### src/sv/dvmc_pkg.sv
// Shared types and constants for the deadzone and vector magnitude clamp.
// Used by every module of the block; depends on nothing.
`default_nettype none

package dvmc_pkg;

	localparam int unsigned AXES = 3;
	localparam int unsigned AXIS_W = 16;
	localparam int unsigned MAG_W = AXIS_W + 1;
	localparam int unsigned SUM_W = 32;
	localparam int unsigned ROOT_W = 32;
	localparam int unsigned REM0_W = 31;
	localparam int unsigned QUO_W = 16;

	localparam logic [AXIS_W-1:0] LIMIT_MAG = 16'd32767;
	localparam logic [SUM_W-1:0] LIMIT_SQ = 32'd1073676289;
	localparam logic [AXIS_W-1:0] DEADZONE_RESET = 16'd4000;

	typedef struct packed {
		logic signed [15:0] x_axis_in;
		logic signed [15:0] y_axis_in;
		logic signed [15:0] z_axis_in;
		logic signed [15:0] heading_in;
	} in_t;

	typedef struct packed {
		logic signed [15:0] x_thrust;
		logic signed [15:0] y_thrust;
		logic signed [15:0] z_thrust;
		logic signed [15:0] heading_thrust;
		logic was_scaled;
	} out_t;

	// What travels beside the square root and the dividers.
	typedef struct packed {
		logic [AXES-1:0] neg;
		logic [AXES-1:0][AXIS_W-1:0] ax;
		logic scaled;
		logic [AXIS_W-1:0] heading;
	} side_t;

endpackage

`default_nettype wire

### src/sv/dvmc_sqrt.sv
// Pipelined integer square root of a 32-bit value shifted up by 32 bits.
// One result bit per stage; depends on dvmc_pkg.
`default_nettype none

module dvmc_sqrt
	import dvmc_pkg::*;
#(
	parameter int unsigned SW = 1
) (
	input  wire logic              clk,
	input  wire logic              arst_n,
	input  wire logic              adv,
	input  wire logic              in_valid,
	input  wire logic [SUM_W-1:0]  in_rad,
	input  wire logic [SW-1:0]     in_side,
	output logic                   out_valid,
	output logic [ROOT_W-1:0]      out_root,
	output logic [SW-1:0]          out_side
);

	logic [ROOT_W:0]    valid_s;
	logic [33:0]        rem_s  [ROOT_W+1];
	logic [ROOT_W-1:0]  root_s [ROOT_W+1];
	logic [SUM_W-1:0]   rad_s  [ROOT_W+1];
	logic [SW-1:0]      side_s [ROOT_W+1];

	assign valid_s[0] = in_valid;
	assign rem_s[0] = '0;
	assign root_s[0] = '0;
	assign rad_s[0] = in_rad;
	assign side_s[0] = in_side;

	for (genvar k = 0; k < ROOT_W; k++) begin : g_stage
		logic [33:0] rem_sh;
		logic [33:0] trial;
		logic        ge;

		always_comb begin
			rem_sh = {rem_s[k][31:0], rad_s[k][SUM_W-1 -: 2]};
			trial = {root_s[k], 2'b01};
			ge = (rem_sh >= trial);
		end

		always_ff @(posedge clk or negedge arst_n) begin
			if (!arst_n) begin
				valid_s[k+1] <= 1'b0;
			end else if (adv) begin
				valid_s[k+1] <= valid_s[k];
			end
		end

		always_ff @(posedge clk) begin
			if (adv) begin
				rem_s[k+1] <= ge ? (rem_sh - trial) : rem_sh;
				root_s[k+1] <= {root_s[k][ROOT_W-2:0], ge};
				rad_s[k+1] <= {rad_s[k][SUM_W-3:0], 2'b00};
				side_s[k+1] <= side_s[k];
			end
		end
	end

	assign out_valid = valid_s[ROOT_W];
	assign out_root = root_s[ROOT_W];
	assign out_side = side_s[ROOT_W];

endmodule

`default_nettype wire

### config.mk
export PLATFORM = sky130hd
export DESIGN_NAME = dvmc_sqrt
export DESIGN_NICKNAME = d
export VERILOG_FILES = /design/src/sv/dvmc_pkg.sv /design/src/sv/dvmc_sqrt.sv
export SDC_FILE = /design/constraint.sdc
export NUM_CORES = 2
export LEC_CHECK = 0
export ABC_AREA = 1
export BUFFER_PORTS_ARGS = -buffer_cell sky130_fd_sc_hd__buf_2
export CAP_MARGIN = 10
export CELL_PAD_IN_SITES_DETAIL_PLACEMENT = 1
export CELL_PAD_IN_SITES_GLOBAL_PLACEMENT = 2
export CORE_UTILIZATION = 40
export CTS_BUF_LIST = sky130_fd_sc_hd__clkbuf_4 sky130_fd_sc_hd__clkbuf_8 sky130_fd_sc_hd__clkbuf_16
export CTS_CLUSTER_SIZE = 40
export DETAILED_ROUTE_END_ITERATION = 7
export PLACE_DENSITY = 0.81
export SLEW_MARGIN = 20
export SYNTH_ARGS = -nofsm -noshare
export SYNTH_HDL_FRONTEND = slang
export SYNTH_SLANG_ARGS = --single-unit
### constraint.sdc
create_clock -name clk -period 3 [get_ports clk]
set_clock_uncertainty 0.2 [all_clocks]
set_input_delay 0.3 -clock clk [delete_from_list [all_inputs] [get_ports clk]]
set_output_delay 0.3 -clock clk [all_outputs]
set_load 0.005 [all_outputs]
**Word level (Yosys, flattened, before mapping)**

Index checks and enable logic that the tools add are counted.

- Add/sub/neg operators: 31
- Magnitude comparators: 32
- Mux-type cells: 31

Operator list:

| cell | count |
|---|---|
| $mux W32 | 30 |
| $ge A34 B10 Y1 | 1 |
| $ge A34 B11 Y1 | 1 |
| $ge A34 B12 Y1 | 1 |
| $ge A34 B13 Y1 | 1 |
| $ge A34 B14 Y1 | 1 |
| $ge A34 B15 Y1 | 1 |
| $ge A34 B16 Y1 | 1 |
| $ge A34 B17 Y1 | 1 |
| $ge A34 B18 Y1 | 1 |
| $ge A34 B19 Y1 | 1 |
| $ge A34 B20 Y1 | 1 |
| $ge A34 B21 Y1 | 1 |
| $ge A34 B22 Y1 | 1 |
| $ge A34 B23 Y1 | 1 |
| $ge A34 B24 Y1 | 1 |
| $ge A34 B25 Y1 | 1 |
| $ge A34 B26 Y1 | 1 |
| $ge A34 B27 Y1 | 1 |
| $ge A34 B28 Y1 | 1 |
| $ge A34 B29 Y1 | 1 |
| $ge A34 B3 Y1 | 1 |
| $ge A34 B30 Y1 | 1 |
| $ge A34 B31 Y1 | 1 |
| other kinds (41) | 41 |

- Bits in registers: 1795
- Output and inout port bits: 34
- Logic and storage cells: 252

**Longest topological paths before layout**

- Depth after elaboration: 2
- Gate-level depth with buffers: 17
- Gate-level depth less buffers: 16

**Worst setup path after synthesis**

Ideal clock, no wire load.

- Path kind: register to register
- Start point: register root_s, in the netlist g_stage[25].trial[2]
- End point: register rem_s, in the netlist g_stage[26].rem_sh[17] (data pin)
- Setup time: 257 ps
- Arrival: 2048 ps
- Setup slack: 495 ps
- Cell stages (with the launch flop): 18
- Buffers on the path: 1
- Period minus slack after synthesis: 2505 ps
- Cells stage by stage: edfxtp_1 -> inv_1 -> ha_1 -> inv_1 -> fa_1 -> inv_1 -> nand3_1 -> nand3_2 -> nand2_1 -> nand2_2 -> nand2_1 -> nand2_1 -> nand2_1 -> nand2_2 -> inv_2 -> buf_6 -> nand2_1 -> o21ai_2

- Longest elaborated chain between the ends: 2

Ends and longest elaborated chain:

| what | line | RTL |
|---|---|---|
| start, declared | dvmc_sqrt.sv:23 | `logic [ROOT_W-1:0] root_s [ROOT_W+1];` |
| start signal, assigned by index | dvmc_sqrt.sv:55 | `root_s[k+1] <= {root_s[k][ROOT_W-2:0], ge};` |
| $sub A32 B27 Y32 or $ge A34 B27 Y1 (tied branches) | dvmc_sqrt.sv:54, dvmc_sqrt.sv:41 |  |
| $mux W32 (*) | dvmc_sqrt.sv:54 | `rem_s[k+1] <= ge ? (rem_sh - trial) : rem_sh;` |
| end signal, assigned by index | dvmc_sqrt.sv:54 |  |
| end, declared | dvmc_sqrt.sv:22 | `logic [33:0] rem_s [ROOT_W+1];` |

Mark *: on every way between the ends. The rest lies on a longest branch, timed or not.
A chain may end at the register's enable or synchronous reset.

**Worst setup path after layout**

- Start point: register root_s, in the netlist g_stage[24].trial[2]
- End point: register rem_s, in the netlist g_stage[25].rem_sh[31] (data pin)

- Longest elaborated chain between the ends: 2

Ends and longest elaborated chain:

| what | line |
|---|---|
| $sub A32 B26 Y32 or $ge A34 B26 Y1 (tied branches) | dvmc_sqrt.sv:54, dvmc_sqrt.sv:41 |
| $mux W32 (*) | dvmc_sqrt.sv:54 |

Marks and branches as above.

==> run metrics <==
status complete, no violations; grt ovf 0; die area 282000 um2; CTS root buffer clkbuf_16; WHS Endpoint g_stage[1].rem_sh[3]; Cell Rows around 190; post-synthesis xor/xnor area fraction roughly 2.8%; Compound-Gate Fraction of Synth Area 5.74%; top_reg_cell synth edfxtp_1; H-tree depth 4; crit-path most repeated cell nand2_1; startpoint types flop; number of distinct library cells after synthesis a little under 70; DRT iter0 DRCs ~5.4k; YS warnings 0; power density cells between 600 and 700 nW/um2; DIE WIDTH approximately 530 um; Worst slew margin a little over half; IO buf count 70; max-cap violation count 0; commonest non-fill, non-tap cell in the layout nand2_1; antenna violations before repair 5; 1st-pass router iterations 6; Synth top area share a little under half; placer congestion estimate approximately 0.90; CP arrival roughly 3.4 ns; R2R Path End g_stage[25].rem_sh[31]; Final HPWL DP about 300 mm; final wirelength between 300 and 400 mm; flop2flop setup slack ~0.14 ns; total power between 80000 and 90000 uW; # clock sinks between 1.5k and 2k; number of flops mapped to enable cells by yosys around 1.7k; nets 15.1k; CP required roughly 3.5 ns; cell taking the most area after synthesis edfxtp_1; HP Class primary input to flop; I/O Pins slightly above 70; Final setup viols 0; RSZ-0062 raised after global routing false; vias roughly 92k; synth top area cells edfxtp_1, nand2_1, inv_1; initial cell density of the core a little over 40%; mapped cell area approximately 110000 um2; critical path's slowest cell edfxtp_1; Overall Global Routing Usage ~26%; Routed Antenna Nets 0; Cells after Synth roughly 14k; design area 126000 um2; Crit path max-delay family simple AND/OR/NAND/NOR gates; area delta synth->final 12.3%; async set-reset flop share out of synthesis roughly 1.8%; Max Freq 350 MHz; Die Y between 500 and 600 um; setup TNS 0 ns; Leak Pwr around 0.059 uW; CTS Buffer Depth 4; #FFs+latches synth 1763; cells on worst reg2reg path 16; commonest non-fill, non-tap cells in the layout nand2_1, inv_1, edfxtp_1; CP bufs+invs 4; Crit path largest cell delay ~0.40 ns; synthesized area per cell just under 8 um2; dpl cell area around 120000 um2; wire per inst ~20 um; layout cells sized above 1 7.11%; Synth Area in Simple Gates between 20 and 30%; pin count of the biggest net entering global routing 101; hold_sp in_rad[30]; Worst Hold Path Cells 4; Crit Path Class flop to flop; Net Count, Synth around 15k; drt drc 0; first-pass GRT wire length 566 mm; CTS buffer count 207; Clock Latency Late Sink 0.92 ns; fin. max-slew vios 0; number of global-route vias before repair 95.8k; main combinational cell family by area after synthesis simple AND/OR/NAND/NOR gates; Clk pin slew, worst setup/hold paths roughly 0.060 ns; Tightest Pin Transition between 0.7 and 0.8 ns; CTS tree done; sequential fraction of the synthesis area 47.2%; Via density a little over 5; mux share of post-synthesis cell area 0%; crit-path cells inv_1 > ha_1 > inv_1 > fa_1 > inv_1 > nand3_1 > nand3_2 > nand2_1 > nand2_1 > nand2_1 > nand2_1 > nand2_1 > nand2_2 > buf_12 > nand3_1 > nand2_1; worst slack, placed 0.0937 ns; period utilization 95.2%; final hold violation count 0; VDD IR max around 0.00049 V; Synth Area in Adders approximately 6.2%; Final Critical Period 2.86 ns; CP Max Fanout 32; core box area between 200000 and 300000 um2; FF-to-FF Start g_stage[24].trial[2]; Core Util, Final ~45%; Worst setup EP type flop; final worst slack between 0.1 and 0.15 ns
## worst max-delay path by stage
stage | startpoint | end | slack, ns | cells past startpoint
after global routing | g_stage[24].trial[2] | g_stage[25].rem_sh[31] | 0.005 | 16
final | g_stage[24].trial[2] | g_stage[25].rem_sh[31] | 0.14 | 16
after floorplan | g_stage[25].trial[2] | g_stage[26].rem_sh[17] | 0.50 | 17
after global placement | g_stage[28].trial[2] | g_stage[29].rem_sh[28] | 0.13 | 16
after detailed placement | g_stage[28].trial[2] | g_stage[29].rem_sh[10] | 0.09 | 16
after CTS | g_stage[28].trial[2] | g_stage[29].rem_sh[16] | 0.05 | 16
## metal layers
| layer | GRT usage [%] | routed length (um) |
|---|---|---|
| met1 | 34.8 | 170000 |
| met2 | 45.1 | 178000 |
| met3 | 2.01 | 11200 |
| met4 | 5.93 | 8220 |
| met5 | 0 | 13 |
## Yosys cell counts, types with 73 or more instances
master,number
a21oi_2,96
nand4_1,190
nand3_1,855
ha_1,530
nand2_1,4811
nor2_1,1155
edfxtp_1,1731
nand2_2,73
nor3_1,186
xor2_1,245
o21ai_0,236
nand3b_1,82
a21oi_1,568
xnor2_1,114
inv_1,2557
## flip-flops by register name, indices dropped and copies added, names as in the netlist
signal and count:
side_s 31, rad_s 210, valid_s 31, g_stage.trial 496, g_stage.rem_sh 961, out_side 1
out_root 32, out_valid 1
## repair_timing
| action | 4_1_cts | 5_1_grt |
|---|---|---|
| hold buffers | 71 | 0 |
| resized for setup | 0 | 23 |
| endpoints found under the hold margin | 762 | 0 |
| setup endpoints to repair | 0 | 120 |
| buffers inserted | 0 | 1 |
## cells by family after synthesis
| logic type | count (synthesis) |
|---|---|
| flops | 1763 |
| simple gates | 7573 |
| buf+inv | 2721 |
| compound gates | 1106 |
| xor+xnor | 359 |
| other cells | 1 |
| fa+ha+maj | 545 |
## stage by stage
| stage | instances | hold slack, ns |
|---|---|---|
| floorplan | 14100 | -0.196 |
| global placement | 17900 | 0.200 |
| detailed placement | 17900 | 0.205 |
| CTS | 18400 | 0.0534 |
| global route | 18400 | 0.0802 |
| finish | 18400 | 0.0824 |
## worst reg2reg max path, cell delays in order (launching register included)
cell and delay [ns]:
edfxtp_1 0.40, inv_1 0.08, ha_1 0.21, inv_1 0.07
fa_1 0.40, inv_1 0.09, nand3_1 0.08, nand3_2 0.11
nand2_1 0.06, nand2_1 0.09, nand2_1 0.06, nand2_1 0.11
nand2_1 0.12, nand2_2 0.15, buf_12 0.21, nand3_1 0.10
nand2_1 0.15
## cell type report
| type | count | area (um2) |
|---|---|---|
| Multi-Input combinational cell | 9585 | 48200 |
| Clock inverter | 139 | 1700 |
| Sequential cell | 1763 | 52800 |
| Antenna cell | 3 | 7.51 |
| Fill cell | 33700 | 152000 |
| Tap cell | 3705 | 4640 |
| Inverter | 2599 | 9810 |
| Timing Repair Buffer | 320 | 3000 |
| Clock buffer | 244 | 5520 |
## power by group
part	switching [uW]	leakage [uW]	total, uW	internal (uW)
Sequential	3020	0.0167	34300	31200
Clock	11100	0.00352	27000	15900
Combinational	15800	0.0391	23400	7630
Total	29900	0.0593	84700	54800
No activity file was read; power rests on OpenSTA's default activity.
